$ cat src/rtl/tsbg_pkg.sv
package tsbg_pkg;

  localparam int PAD_WIDTH_DEF = 916;
  localparam int SEGMENTS_DEF  = 6;

  // configuration port
  localparam int CFG_W     = 15;
  localparam int CFG_IDX_W = 3;

  localparam logic [CFG_IDX_W-1:0] CFG_TRAVEL_PX       = 3'd0;
  localparam logic [CFG_IDX_W-1:0] CFG_RANGE_SEMITONES = 3'd1;
  localparam logic [CFG_IDX_W-1:0] CFG_SNAP_BAND       = 3'd2;
  localparam logic [CFG_IDX_W-1:0] CFG_JUMP_LIMIT      = 3'd3;
  localparam logic [CFG_IDX_W-1:0] CFG_STEP_FLOOR      = 3'd4;

  // event kinds on the input channel
  localparam logic [1:0] REQ_PRESS   = 2'd0;
  localparam logic [1:0] REQ_DRAG    = 2'd1;
  localparam logic [1:0] REQ_RELEASE = 2'd2;

  // serial divider: |dy| (15 bit) * 16 * range (5 bit) over travel (11 bit)
  localparam int DVD_W = 24;
  localparam int DVS_W = 11;
  localparam int DIV_CNT_W = $clog2(DVD_W);

  typedef struct packed {
    logic [10:0] travel_px;
    logic [4:0]  range_semitones;
    logic [12:0] snap_band;
    logic [14:0] jump_limit;
    logic [14:0] step_floor;
  } cfg_t;

  typedef enum logic [1:0] {
    OP_PRESS,
    OP_DRAG,
    OP_RELEASE,
    OP_NOP
  } op_t;

  typedef struct packed {
    op_t                op;
    logic signed [15:0] pos_x;
    logic signed [15:0] pos_y;
    logic               hold_on;
  } item_t;

endpackage

$ cat src/rtl/tsbg_if.sv
interface tsbg_in_if;
  logic               valid;
  logic               ready;
  logic [1:0]         req_type;
  logic signed [15:0] pos_x;
  logic signed [15:0] pos_y;
  logic               hold_on;

  modport source (output valid, req_type, pos_x, pos_y, hold_on, input ready);
  modport sink   (input valid, req_type, pos_x, pos_y, hold_on, output ready);
endinterface

interface tsbg_out_if;
  logic               valid;
  logic               ready;
  logic [2:0]         segment;
  logic signed [13:0] bend;
  logic               snapped;
  logic               touching;

  modport source (output valid, segment, bend, snapped, touching, input ready);
  modport sink   (input valid, segment, bend, snapped, touching, output ready);
endinterface

$ cat src/rtl/tsbg_front.sv
module tsbg_front #(
  parameter int PAD_WIDTH = tsbg_pkg::PAD_WIDTH_DEF,
  parameter int SEGMENTS  = tsbg_pkg::SEGMENTS_DEF,
  parameter int SEG_W     = $clog2(SEGMENTS + 1)
) (
  input  logic              clk,
  input  logic              rst_n,
  tsbg_in_if.sink           in_chan,
  output logic              q_valid,
  output tsbg_pkg::item_t   q_item,
  output logic [SEG_W-1:0]  q_seg,
  input  logic              q_pop
);

  localparam logic [SEG_W-1:0] SEG_NONE = SEG_W'(SEGMENTS);

  tsbg_pkg::item_t    q_item_r [2];
  logic [SEG_W-1:0]   q_seg_r  [2];
  logic [1:0]         cnt_r, cnt_nxt;
  logic               wp_r, rp_r;
  logic               push;

  tsbg_pkg::item_t    cls_item;
  logic [SEG_W-1:0]   cls_seg;
  logic               x_neg_ok;
  logic               off_strip;
  logic [10:0]        xpix;
  logic [SEGMENTS-1:0] below;

  // integer pixel, truncated toward zero; -15..-1 in Q.4 still lands on pixel 0
  always_comb begin
    x_neg_ok  = (in_chan.pos_x[15:4] == 12'hFFF) && (in_chan.pos_x[3:0] != 4'd0);
    xpix      = x_neg_ok ? 11'd0 : in_chan.pos_x[14:4];
    off_strip = (in_chan.pos_x[15] && !x_neg_ok) || ({1'b0, xpix} >= 12'(PAD_WIDTH));
  end

  for (genvar g = 0; g < SEGMENTS; g++) begin : g_bound
    localparam int BOUND = (g + 1) * PAD_WIDTH / SEGMENTS;
    assign below[g] = {1'b0, xpix} < 12'(BOUND);
  end

  always_comb begin
    cls_seg = SEG_W'(SEGMENTS - 1);
    for (int i = SEGMENTS - 1; i >= 0; i--) begin
      if (below[i]) cls_seg = SEG_W'(i);
    end
    if (off_strip) cls_seg = SEG_NONE;
  end

  always_comb begin
    cls_item.pos_x   = in_chan.pos_x;
    cls_item.pos_y   = in_chan.pos_y;
    cls_item.hold_on = in_chan.hold_on;
    unique case (in_chan.req_type)
      tsbg_pkg::REQ_PRESS:   cls_item.op = tsbg_pkg::OP_PRESS;
      tsbg_pkg::REQ_DRAG:    cls_item.op = tsbg_pkg::OP_DRAG;
      tsbg_pkg::REQ_RELEASE: cls_item.op = tsbg_pkg::OP_RELEASE;
      default:               cls_item.op = tsbg_pkg::OP_NOP;
    endcase
  end

  assign in_chan.ready = (cnt_r != 2'd2);
  assign push          = in_chan.valid && in_chan.ready;
  assign q_valid       = (cnt_r != 2'd0);
  assign q_item        = q_item_r[rp_r];
  assign q_seg         = q_seg_r[rp_r];

  always_comb begin
    cnt_nxt = cnt_r;
    if (push && !(q_pop && q_valid)) cnt_nxt = cnt_r + 2'd1;
    else if (!push && q_pop && q_valid) cnt_nxt = cnt_r - 2'd1;
  end

  always_ff @(posedge clk) begin
    if (!rst_n) begin
      cnt_r <= 2'd0;
      wp_r  <= 1'b0;
      rp_r  <= 1'b0;
    end else begin
      cnt_r <= cnt_nxt;
      if (push) wp_r <= !wp_r;
      if (q_pop && q_valid) rp_r <= !rp_r;
    end
  end

  always_ff @(posedge clk) begin
    if (push) begin
      q_item_r[wp_r] <= cls_item;
      q_seg_r[wp_r]  <= cls_seg;
    end
  end

endmodule

$ cat src/rtl/tsbg_div.sv
module tsbg_div (
  input  logic                           clk,
  input  logic                           rst_n,
  input  logic                           start,
  input  logic [tsbg_pkg::DVD_W-1:0]     dividend,
  input  logic [tsbg_pkg::DVS_W-1:0]     divisor,
  output logic                           done,
  output logic [tsbg_pkg::DVD_W-1:0]     quotient
);

  localparam int DVD_W = tsbg_pkg::DVD_W;
  localparam int DVS_W = tsbg_pkg::DVS_W;
  localparam int CNT_W = tsbg_pkg::DIV_CNT_W;

  logic [DVD_W-1:0] quo_r;
  logic [DVS_W-1:0] rem_r, dvs_r;
  logic [CNT_W-1:0] cnt_r;
  logic             busy_r, done_r;
  logic [DVS_W:0]   trial;
  logic             ge;
  logic [DVS_W:0]   diff;

  // restoring division, one quotient bit per cycle
  always_comb begin
    trial = {rem_r, quo_r[DVD_W-1]};
    ge    = trial >= {1'b0, dvs_r};
    diff  = trial - {1'b0, dvs_r};
  end

  always_ff @(posedge clk) begin
    if (!rst_n) begin
      busy_r <= 1'b0;
      done_r <= 1'b0;
      cnt_r  <= '0;
    end else begin
      done_r <= 1'b0;
      if (start) begin
        busy_r <= 1'b1;
        cnt_r  <= '0;
      end else if (busy_r) begin
        cnt_r <= cnt_r + CNT_W'(1);
        if (cnt_r == CNT_W'(DVD_W - 1)) begin
          busy_r <= 1'b0;
          done_r <= 1'b1;
        end
      end
    end
  end

  always_ff @(posedge clk) begin
    if (start) begin
      quo_r <= dividend;
      rem_r <= '0;
      dvs_r <= divisor;
    end else if (busy_r) begin
      quo_r <= {quo_r[DVD_W-2:0], ge};
      rem_r <= ge ? diff[DVS_W-1:0] : trial[DVS_W-1:0];
    end
  end

  assign done     = done_r;
  assign quotient = quo_r;

endmodule

$ cat src/rtl/tsbg_back.sv
module tsbg_back #(
  parameter int SEGMENTS = tsbg_pkg::SEGMENTS_DEF,
  parameter int SEG_W    = $clog2(SEGMENTS + 1)
) (
  input  logic              clk,
  input  logic              rst_n,
  input  tsbg_pkg::cfg_t    cfg,
  input  logic              q_valid,
  input  tsbg_pkg::item_t   q_item,
  input  logic [SEG_W-1:0]  q_seg,
  output logic              q_pop,
  tsbg_out_if.source        out_chan
);

  localparam logic [SEG_W-1:0] SEG_NONE = SEG_W'(SEGMENTS);
  localparam int DVD_W = tsbg_pkg::DVD_W;

  typedef enum logic [2:0] {
    S_IDLE,
    S_EVAL,
    S_DIV,
    S_SETTLE,
    S_DONE
  } state_t;

  state_t             state_r, state_nxt;
  tsbg_pkg::item_t    item_r, item_nxt;
  logic [SEG_W-1:0]   iseg_r, iseg_nxt;
  logic signed [15:0] anchor_x_r, anchor_x_nxt;
  logic signed [15:0] anchor_y_r, anchor_y_nxt;
  logic [SEG_W-1:0]   seg_sel_r, seg_sel_nxt;
  logic signed [13:0] bend_r, bend_nxt;
  logic               snap_r, snap_nxt;
  logic               down_r, down_nxt;
  logic               neg_r, neg_nxt;
  logic               out_valid_r, out_valid_nxt;
  logic [2:0]         out_seg_r, out_seg_nxt;
  logic signed [13:0] out_bend_r, out_bend_nxt;
  logic               out_snap_r, out_snap_nxt;
  logic               out_touch_r, out_touch_nxt;

  logic signed [16:0] dx, dy;
  logic [16:0]        adx, ady;
  logic               jump;
  logic [DVD_W-1:0]   dvd;
  logic               div_start;
  logic               div_done;
  logic [DVD_W-1:0]   div_quo;
  logic signed [25:0] delta, sum, lim, snapb, clamped;
  logic [3:0]         seg_ext;

  tsbg_div u_div (
    .clk      (clk),
    .rst_n    (rst_n),
    .start    (div_start),
    .dividend (dvd),
    .divisor  (cfg.travel_px),
    .done     (div_done),
    .quotient (div_quo)
  );

  always_comb begin
    dx   = $signed({item_r.pos_x[15], item_r.pos_x}) - $signed({anchor_x_r[15], anchor_x_r});
    dy   = $signed({item_r.pos_y[15], item_r.pos_y}) - $signed({anchor_y_r[15], anchor_y_r});
    adx  = dx[16] ? 17'(-dx) : 17'(dx);
    ady  = dy[16] ? 17'(-dy) : 17'(dy);
    jump = (adx > {2'b00, cfg.jump_limit}) || (ady > {2'b00, cfg.jump_limit});
    // |dy| fits 15 bits once it is inside the jump limit
    dvd  = {5'd0, ady[14:0], 4'd0} * {19'd0, cfg.range_semitones};
  end

  always_comb begin
    delta   = neg_r ? -$signed({2'b00, div_quo}) : $signed({2'b00, div_quo});
    sum     = $signed({{12{bend_r[13]}}, bend_r}) + delta;
    lim     = $signed({13'd0, cfg.range_semitones, 8'd0});
    snapb   = $signed({13'd0, cfg.snap_band});
    clamped = sum;
    if (sum > lim) clamped = lim;
    if (sum < -lim) clamped = -lim;
  end

  always_comb begin
    state_nxt     = state_r;
    item_nxt      = item_r;
    iseg_nxt      = iseg_r;
    anchor_x_nxt  = anchor_x_r;
    anchor_y_nxt  = anchor_y_r;
    seg_sel_nxt   = seg_sel_r;
    bend_nxt      = bend_r;
    snap_nxt      = snap_r;
    down_nxt      = down_r;
    neg_nxt       = neg_r;
    out_valid_nxt = out_valid_r && !out_chan.ready;
    out_seg_nxt   = out_seg_r;
    out_bend_nxt  = out_bend_r;
    out_snap_nxt  = out_snap_r;
    out_touch_nxt = out_touch_r;
    q_pop         = 1'b0;
    div_start     = 1'b0;
    seg_ext       = 4'(seg_sel_r);

    unique case (state_r)
      S_IDLE: begin
        if (q_valid) begin
          q_pop     = 1'b1;
          item_nxt  = q_item;
          iseg_nxt  = q_seg;
          state_nxt = S_EVAL;
        end
      end
      S_EVAL: begin
        state_nxt = S_DONE;
        case (item_r.op)
          tsbg_pkg::OP_PRESS: begin
            anchor_x_nxt = item_r.pos_x;
            anchor_y_nxt = item_r.pos_y;
            seg_sel_nxt  = iseg_r;
            // hold keeps an existing segment's bend going
            if (!(item_r.hold_on && seg_sel_r != SEG_NONE)) begin
              bend_nxt = '0;
              snap_nxt = 1'b1;
            end
            down_nxt = 1'b1;
          end
          tsbg_pkg::OP_DRAG: begin
            if (cfg.travel_px != '0) begin
              if (jump) begin
                anchor_x_nxt = item_r.pos_x;
                anchor_y_nxt = item_r.pos_y;
              end else if (adx > ady) begin
                if (adx >= {2'b00, cfg.step_floor}) begin
                  if (iseg_r != SEG_NONE) seg_sel_nxt = iseg_r;
                  anchor_x_nxt = item_r.pos_x;
                  anchor_y_nxt = item_r.pos_y;
                end
              end else if (ady != '0) begin
                // finger moving down bends downward
                neg_nxt      = !dy[16];
                div_start    = 1'b1;
                anchor_x_nxt = item_r.pos_x;
                anchor_y_nxt = item_r.pos_y;
                state_nxt    = S_DIV;
              end
            end
          end
          tsbg_pkg::OP_RELEASE: begin
            down_nxt = 1'b0;
            if (!item_r.hold_on) begin
              seg_sel_nxt = SEG_NONE;
              bend_nxt    = '0;
              snap_nxt    = 1'b0;
            end
          end
          default: begin
          end
        endcase
      end
      S_DIV: begin
        if (div_done) state_nxt = S_SETTLE;
      end
      S_SETTLE: begin
        if (clamped > -snapb && clamped < snapb) begin
          snap_nxt = 1'b1;
          bend_nxt = '0;
        end else begin
          snap_nxt = 1'b0;
          bend_nxt = clamped[13:0];
        end
        state_nxt = S_DONE;
      end
      S_DONE: begin
        if (!out_valid_r || out_chan.ready) begin
          out_valid_nxt = 1'b1;
          out_seg_nxt   = seg_ext[2:0];
          out_bend_nxt  = bend_r;
          out_snap_nxt  = snap_r;
          out_touch_nxt = down_r;
          state_nxt     = S_IDLE;
        end
      end
      default: state_nxt = S_IDLE;
    endcase
  end

  always_ff @(posedge clk) begin
    if (!rst_n) begin
      state_r     <= S_IDLE;
      anchor_x_r  <= '0;
      anchor_y_r  <= '0;
      seg_sel_r   <= SEG_NONE;
      bend_r      <= '0;
      snap_r      <= 1'b0;
      down_r      <= 1'b0;
      out_valid_r <= 1'b0;
    end else begin
      state_r     <= state_nxt;
      anchor_x_r  <= anchor_x_nxt;
      anchor_y_r  <= anchor_y_nxt;
      seg_sel_r   <= seg_sel_nxt;
      bend_r      <= bend_nxt;
      snap_r      <= snap_nxt;
      down_r      <= down_nxt;
      out_valid_r <= out_valid_nxt;
    end
    item_r      <= item_nxt;
    iseg_r      <= iseg_nxt;
    neg_r       <= neg_nxt;
    out_seg_r   <= out_seg_nxt;
    out_bend_r  <= out_bend_nxt;
    out_snap_r  <= out_snap_nxt;
    out_touch_r <= out_touch_nxt;
  end

  assign out_chan.valid    = out_valid_r;
  assign out_chan.segment  = out_seg_r;
  assign out_chan.bend     = out_bend_r;
  assign out_chan.snapped  = out_snap_r;
  assign out_chan.touching = out_touch_r;

endmodule

$ cat src/rtl/touch_strip_bend_gesture.sv
// Touch strip bend gesture tracker. Press, drag and release events enter on
// in_chan and each one gives exactly one result on out_chan: the selected
// segment (SEGMENTS means none), the bend in Q.8 semitones, the snap flag and
// the touching flag as they stand after that event. A two-entry queue sits
// behind the input, so up to two events are taken while a result waits. A
// vertical drag waits on the 24-step bit-serial divide by travel_px, which a
// press, release, jump or horizontal drag skips. The user must write the
// configuration registers through cfg_we/cfg_index/cfg_wdata only while no
// event is in flight; the block does not enforce this. They reset to travel
// 37, range 12, snap band 128, jump limit 1024 and step floor 64.
module touch_strip_bend_gesture #(
  parameter int PAD_WIDTH = tsbg_pkg::PAD_WIDTH_DEF,
  parameter int SEGMENTS  = tsbg_pkg::SEGMENTS_DEF
) (
  input  logic                            clk,
  input  logic                            rst_n,
  tsbg_in_if.sink                         in_chan,
  tsbg_out_if.source                      out_chan,
  input  logic                            cfg_we,
  input  logic [tsbg_pkg::CFG_IDX_W-1:0]  cfg_index,
  input  logic [tsbg_pkg::CFG_W-1:0]      cfg_wdata
);

  localparam int SEG_W = $clog2(SEGMENTS + 1);

  tsbg_pkg::cfg_t     cfg_r, cfg_nxt;
  logic               q_valid;
  tsbg_pkg::item_t    q_item;
  logic [SEG_W-1:0]   q_seg;
  logic               q_pop;

  always_comb begin
    cfg_nxt = cfg_r;
    if (cfg_we) begin
      unique case (cfg_index)
        tsbg_pkg::CFG_TRAVEL_PX:       cfg_nxt.travel_px       = cfg_wdata[10:0];
        tsbg_pkg::CFG_RANGE_SEMITONES: cfg_nxt.range_semitones = cfg_wdata[4:0];
        tsbg_pkg::CFG_SNAP_BAND:       cfg_nxt.snap_band       = cfg_wdata[12:0];
        tsbg_pkg::CFG_JUMP_LIMIT:      cfg_nxt.jump_limit      = cfg_wdata[14:0];
        tsbg_pkg::CFG_STEP_FLOOR:      cfg_nxt.step_floor      = cfg_wdata[14:0];
        default: begin
        end
      endcase
    end
  end

  always_ff @(posedge clk) begin
    if (!rst_n) begin
      cfg_r.travel_px       <= 11'd37;
      cfg_r.range_semitones <= 5'd12;
      cfg_r.snap_band       <= 13'd128;
      cfg_r.jump_limit      <= 15'd1024;
      cfg_r.step_floor      <= 15'd64;
    end else begin
      cfg_r <= cfg_nxt;
    end
  end

  tsbg_front #(
    .PAD_WIDTH (PAD_WIDTH),
    .SEGMENTS  (SEGMENTS),
    .SEG_W     (SEG_W)
  ) u_front (
    .clk     (clk),
    .rst_n   (rst_n),
    .in_chan (in_chan),
    .q_valid (q_valid),
    .q_item  (q_item),
    .q_seg   (q_seg),
    .q_pop   (q_pop)
  );

  tsbg_back #(
    .SEGMENTS (SEGMENTS),
    .SEG_W    (SEG_W)
  ) u_back (
    .clk      (clk),
    .rst_n    (rst_n),
    .cfg      (cfg_r),
    .q_valid  (q_valid),
    .q_item   (q_item),
    .q_seg    (q_seg),
    .q_pop    (q_pop),
    .out_chan (out_chan)
  );

endmodule

$ cat src/flat_wrapper.sv
// flat-port wrapper written by rule: the top's interface ports become plain ports
module touch_strip_bend_gesture_flat 
#(
  parameter int PAD_WIDTH = tsbg_pkg::PAD_WIDTH_DEF,
  parameter int SEGMENTS  = tsbg_pkg::SEGMENTS_DEF
)
  (clk, rst_n, cfg_we, cfg_index, cfg_wdata, in_chan_valid, in_chan_req_type, in_chan_pos_x, in_chan_pos_y, in_chan_hold_on, in_chan_ready, out_chan_valid, out_chan_segment, out_chan_bend, out_chan_snapped, out_chan_touching, out_chan_ready);
  tsbg_in_if in_chan_i ();
  tsbg_out_if out_chan_i ();
  input  logic clk;
  input  logic rst_n;
  input  logic cfg_we;
  input  logic [tsbg_pkg::CFG_IDX_W-1:0] cfg_index;
  input  logic [tsbg_pkg::CFG_W-1:0] cfg_wdata;
  input wire logic [$bits(in_chan_i.valid)-1:0] in_chan_valid;
  input wire logic [$bits(in_chan_i.req_type)-1:0] in_chan_req_type;
  input wire logic [$bits(in_chan_i.pos_x)-1:0] in_chan_pos_x;
  input wire logic [$bits(in_chan_i.pos_y)-1:0] in_chan_pos_y;
  input wire logic [$bits(in_chan_i.hold_on)-1:0] in_chan_hold_on;
  output wire logic [$bits(in_chan_i.ready)-1:0] in_chan_ready;
  output wire logic [$bits(out_chan_i.valid)-1:0] out_chan_valid;
  output wire logic [$bits(out_chan_i.segment)-1:0] out_chan_segment;
  output wire logic [$bits(out_chan_i.bend)-1:0] out_chan_bend;
  output wire logic [$bits(out_chan_i.snapped)-1:0] out_chan_snapped;
  output wire logic [$bits(out_chan_i.touching)-1:0] out_chan_touching;
  input wire logic [$bits(out_chan_i.ready)-1:0] out_chan_ready;
  assign in_chan_i.valid = in_chan_valid;
  assign in_chan_i.req_type = in_chan_req_type;
  assign in_chan_i.pos_x = in_chan_pos_x;
  assign in_chan_i.pos_y = in_chan_pos_y;
  assign in_chan_i.hold_on = in_chan_hold_on;
  assign in_chan_ready = in_chan_i.ready;
  assign out_chan_valid = out_chan_i.valid;
  assign out_chan_segment = out_chan_i.segment;
  assign out_chan_bend = out_chan_i.bend;
  assign out_chan_snapped = out_chan_i.snapped;
  assign out_chan_touching = out_chan_i.touching;
  assign out_chan_i.ready = out_chan_ready;
  touch_strip_bend_gesture #(.PAD_WIDTH(PAD_WIDTH), .SEGMENTS(SEGMENTS)) u_core (.clk(clk), .rst_n(rst_n), .in_chan(in_chan_i), .out_chan(out_chan_i), .cfg_we(cfg_we), .cfg_index(cfg_index), .cfg_wdata(cfg_wdata));
endmodule
$ cat config.mk
export PLATFORM = sky130hd
export DESIGN_NAME = touch_strip_bend_gesture_flat
export DESIGN_NICKNAME = d
export VERILOG_FILES = /design/src/rtl/tsbg_pkg.sv /design/src/rtl/tsbg_if.sv /design/src/rtl/tsbg_front.sv /design/src/rtl/tsbg_div.sv /design/src/rtl/tsbg_back.sv /design/src/rtl/touch_strip_bend_gesture.sv /design/src/flat_wrapper.sv
export SDC_FILE = /design/constraint.sdc
export NUM_CORES = 1
export LEC_CHECK = 0
export BUFFER_PORTS_ARGS = -buffer_cell sky130_fd_sc_hd__buf_2
export CORE_AREA = 2 2 276 278
export DETAILED_ROUTE_END_ITERATION = 8
export DIE_AREA = 0 0 278 280
export HOLD_SLACK_MARGIN = 0.1
export PLACE_DENSITY = 0.42
export RECOVER_POWER = 25
export SLEW_MARGIN = 20
export SYNTH_ARGS = -nofsm -noshare
export SYNTH_HDL_FRONTEND = slang
export SYNTH_SLANG_ARGS = --single-unit
$ cat constraint.sdc
create_clock -name clk -period 15.71 [get_ports clk]
set_input_delay 0.7855 -clock clk [delete_from_list [all_inputs] [get_ports clk]]
set_output_delay 0.7855 -clock clk [all_outputs]
set_load 0.01 [all_outputs]
==> summary.txt <==
Outcome
  – Run status: complete, but fails checks
  – Violations in the final reports: capacitance limit, slew limit

Global routing
  – Maximum number of pins on one net before global-route repair: 77
  – Global-route wire length before repair: 97000 um
  – Vias in the first global route: 17200
  – Total track usage: 0.156
  – Antenna violations before repair: 2
  – Overflow after GRT: 0

Place
  – Input/output buffers: 78
  – Post-DP Area: 23700 um2
  – Weighted congestion reported at the end of routability-driven placement: 0.864
  – Half-perimeter wire length after detailed placement: 47700 um
  – Setup WS pre-CTS: 5740 ps

Synth
  – Synthesized area per cell: 9.20 um2
  – Top cell type by total area after synthesis: sky130_fd_sc_hd__edfxtp_1
  – Area contributors post-synth: sky130_fd_sc_hd__edfxtp_1 22%, sky130_fd_sc_hd__ha_1 13%, sky130_fd_sc_hd__dfxtp_1 13%
  – Count of flip-flops with a built-in enable after synthesis: 165
  – Synth Instances: 2428
  – Primary FF master, synth: sky130_fd_sc_hd__edfxtp_1
  – Proportion of synthesized chip area in sequential cells: 0.347
  – Post-Synthesis Cell Area: 22300 um2
  – Share of synthesized registers carrying an async set or reset: 0
  – Number of synthesized register bits: 305
  – Count of synthesis-stage warnings from yosys: 0
  – Area share of the largest cell type after synthesis: 0.222
  – Number of distinct library cell variants in the gate-level netlist after synthesis: 96
  – Mapped Nets: 2755

Clock tree
  – Setup repair bufs after CTS: 0
  – CTS tree: yes
  – # clock sinks: 305
  – CTS clock-pin slew for the worst setup and hold paths: 60 ps
  – Depth of the CTS H-tree: 2
  – Cts-stage hold buffer count: 0
  – Number of buffers between clock root and the deepest sink: 3
  – TritonCTS buffer count: 37
  – Resize count post-CTS: 0
  – Clock Latency Late Sink: 570 ps
  – Clock root buffer: sky130_fd_sc_hd__clkbuf_16

Worst setup path
  – Cell depth of the worst flop-to-flop path: 37
  – Critical path startpoint: u_core.u_back.u_div.quotient[8]$_DFFE_PP_
  – Critical path endpoint category: flip-flop
  – Standard cell with the maximum stage delay on the critical path: sky130_fd_sc_hd__nand2b_1
  – Category of the worst setup path launch point: flip-flop
  – CP required: 16210 ps
  – Worst reg2reg startpoint: u_core.u_back.u_div.quotient[8]$_DFFE_PP_
  – Slowest Stage Delay on Critical Path: 600 ps
  – CP max FO: 22
  – Data arrival time at the worst-slack endpoint: 10340 ps
  – Reg2reg setup slack: 5870 ps
  – Most frequent cell on the critical path: sky130_fd_sc_hd__a21o_1
  – Critical path class: flip-flop to flip-flop
  – Reg2Reg Capture Point: u_core.u_back.snap_r$_SDFFE_PN0P_

Worst hold path
  – Hold depth: 1
  – Hold Path Class: input pin to flip-flop
  – Hold Path End: u_core.u_front.q_item_r[1][34]$_DFFE_PP_
  – Worst min-delay path startpoint: in_chan_req_type[1]

Timing
  – Fin Hold WS: 406 ps
  – Pins Over Slew Limit: 19
  – Final critical-path setup slack: 5870 ps
  – Number of endpoints failing setup at the final stage: 0
  – Slew at the pin closest to its max-slew limit: 1770 ps
  – F_max: 0.102 GHz
  – Setup repair after global routing missed its margin: no
  – Setup TNS: 0 ps
  – Post-layout minimum cycle time: 9840 ps
  – Worst slew margin: -0.182
  – Part of the cycle the worst path needs: 0.626
  – Number of endpoints with negative hold slack in the final report: 0
  – Worst Skew: 24.5 ps

Detailed routing
  – Number of nets with antenna violations after routing: 0
  – Detailed-router iteration count before antenna repair: 5
  – Average detailed-routed wire length per instance: 17.6 um
  – Detailed-route via count: 17300
  – DRC: 0
  – Vias per Instance: 4.98
  – First DRT Iteration DRCs: 688
  – Wire length after detailed routing: 61100 um

Power and ir drop
  – Power density over the cells: 123 nW/um2
  – Max rail drop VDD: 0.0929 mV
  – P_leak: 9.81 nW
  – Final total power: 3.07 mW

Floorplanning
  – Area of the core region: 75200 um2
  – DIE AREA: 77800 um2
  – Initial core utilization: 0.297
  – Die outline height: 280 um
  – Die Width: 278 um
  – Io pins: 79
  – Row count: 101

Layout
  – Antenna cells: 0
  – Fraction of layout cells with a size suffix above 1: 0.0864
  – Area grow syn2layout: 12.0%
  – Final Net Count: 2800
  – Count of filler cells inserted in the layout: 7728
  – Layout Cell Area excl Fill: 25000 um2

Run
  – Max-capacitance violation count: 1
[per-stage QoR]
stage	util	instances
CTS	0.333	3478
global placement	0.315	3410
global route	0.332	3479
floorplan	-	2428
detailed placement	0.315	3411
finish	0.332	3479
[worst max path at each step]
| stage | to | depth (start not counted) |
|---|---|---|
| finish | u_core.u_back.snap_r$_SDFFE_PN0P_ | 37 |
| CTS | u_core.u_back.snap_r$_SDFFE_PN0P_ | 37 |
| global route | u_core.u_back.bend_r[0]$_SDFFE_PN0P_ | 32 |
| floorplan | u_core.u_back.bend_r[6]$_SDFFE_PN0P_ | 38 |
| detailed placement | u_core.u_back.snap_r$_SDFFE_PN0P_ | 37 |
| global placement | u_core.u_back.snap_r$_SDFFE_PN0P_ | 37 |
[cell usage after synthesis, types with 17 or more instances]
master and instances:
sky130_fd_sc_hd__nand2_1 345, sky130_fd_sc_hd__ha_1 226, sky130_fd_sc_hd__inv_1 210, sky130_fd_sc_hd__edfxtp_1 165, sky130_fd_sc_hd__nor2_1 159, sky130_fd_sc_hd__dfxtp_1 140
sky130_fd_sc_hd__a21oi_1 109, sky130_fd_sc_hd__o21ai_0 92, sky130_fd_sc_hd__xnor2_1 86, sky130_fd_sc_hd__mux2i_1 72, sky130_fd_sc_hd__clkbuf_1 69, sky130_fd_sc_hd__a21boi_0 55
sky130_fd_sc_hd__a21o_1 54, sky130_fd_sc_hd__xor2_1 48, sky130_fd_sc_hd__fa_1 43, sky130_fd_sc_hd__mux2_2 40, sky130_fd_sc_hd__nand3_1 35, sky130_fd_sc_hd__nor2b_1 35
sky130_fd_sc_hd__nor3_1 35, sky130_fd_sc_hd__nand4_1 29, sky130_fd_sc_hd__nand2b_1 27, sky130_fd_sc_hd__o21a_1 25, sky130_fd_sc_hd__nor4_1 20, sky130_fd_sc_hd__o31ai_1 18
sky130_fd_sc_hd__a211oi_1 17
[sequential cells by signal (all words and copies together) (netlist names), 14 cells and up]
name and cells:
u_core.u_front.q_item_r 70, u_core.cfg_r 59, u_core.u_back.item_r 35, u_core.u_back.u_div.quotient 24, u_core.u_back.anchor_x_r 16, u_core.u_back.anchor_y_r 16
u_core.u_back.bend_r 14, u_core.u_back.out_chan.bend 14
[routing by layer]
layer / vias up / wire length (um) / global-route usage
met5: - / 23 / 0
met4: 4 / 1600 / 0.0471
met3: 90 / 2310 / 0.0228
met2: 292 / 28400 / 0.264
met1: 8235 / 28700 / 0.206
li1: 8690 / - / -
[final cells by class]
class                           count  area, um2  area share
Clock buffer                       44        952      0.0381
Clock inverter                     23        360      0.0144
Sequential cell                   305       7760       0.310
Inverter                          210        788      0.0315
Multi-Input combinational cell   1829      13400       0.537
Tap cell                          978       1220      0.0489
Timing Repair Buffer               90        485      0.0194
[cell families (layout without fill, tap and decap cells)]
logic type,count (synthesis),in the layout,synth area share
multiplexers,113,113,0.0530
flip-flops,305,305,0.347
XOR/XNOR,134,134,0.0526
AND/OR/NAND/NOR,797,797,0.171
adder cells (fa/ha/maj),270,270,0.166
buffers and inverters,294,367,0.0527
AO/OA/AOI/OAI,515,515,0.157
[layout by cell type, fill, tap and decap left out, drive strengths merged, types with 14 or more instances in the layout]
master / synthesis / routed
a211oi: 18 / 18
nand4: 29 / 29
o21ai: 105 / 105
fa: 43 / 43
mux2: 41 / 41
inv: 210 / 211
a21oi: 113 / 113
a31oi: 15 / 15
ha: 226 / 226
nor3b: 15 / 15
nor3: 40 / 40
o41ai: 14 / 14
dfxtp: 140 / 140
a21o: 55 / 55
clkbuf: 69 / 72
nand3: 36 / 36
or3: 16 / 16
edfxtp: 165 / 165
a21boi: 56 / 56
and2: 17 / 17
mux2i: 72 / 72
xor2: 48 / 48
nor2: 159 / 159
nand2b: 28 / 28
buf: 15 / 62
o211ai: 17 / 17
nand2: 345 / 345
nor2b: 35 / 35
and3: 15 / 15
o31ai: 20 / 20
o21a: 25 / 25
xnor2: 86 / 86
nor4: 20 / 20
[power by group]
group,leakage [nW],switching [mW],total [mW],internal (mW)
Clock,0.625,0.371,0.929,0.558
Combinational,6.49,0.720,1.23,0.514
Sequential,2.69,0.0292,0.912,0.883
Total,9.81,1.12,3.07,1.95
[worst max-delay path, delay by kind of cell, from the launching register on]
family                   cells  cell delay, ps
AND/OR/NAND/NOR             11            2690
adder cells (fa/ha/maj)      3            1010
flip-flops                   1             420
AO/OA/AOI/OAI               19            4680
XOR/XNOR                     2             380
buffers and inverters        2             590
Note: power is estimated with default switching activity, not from simulation.
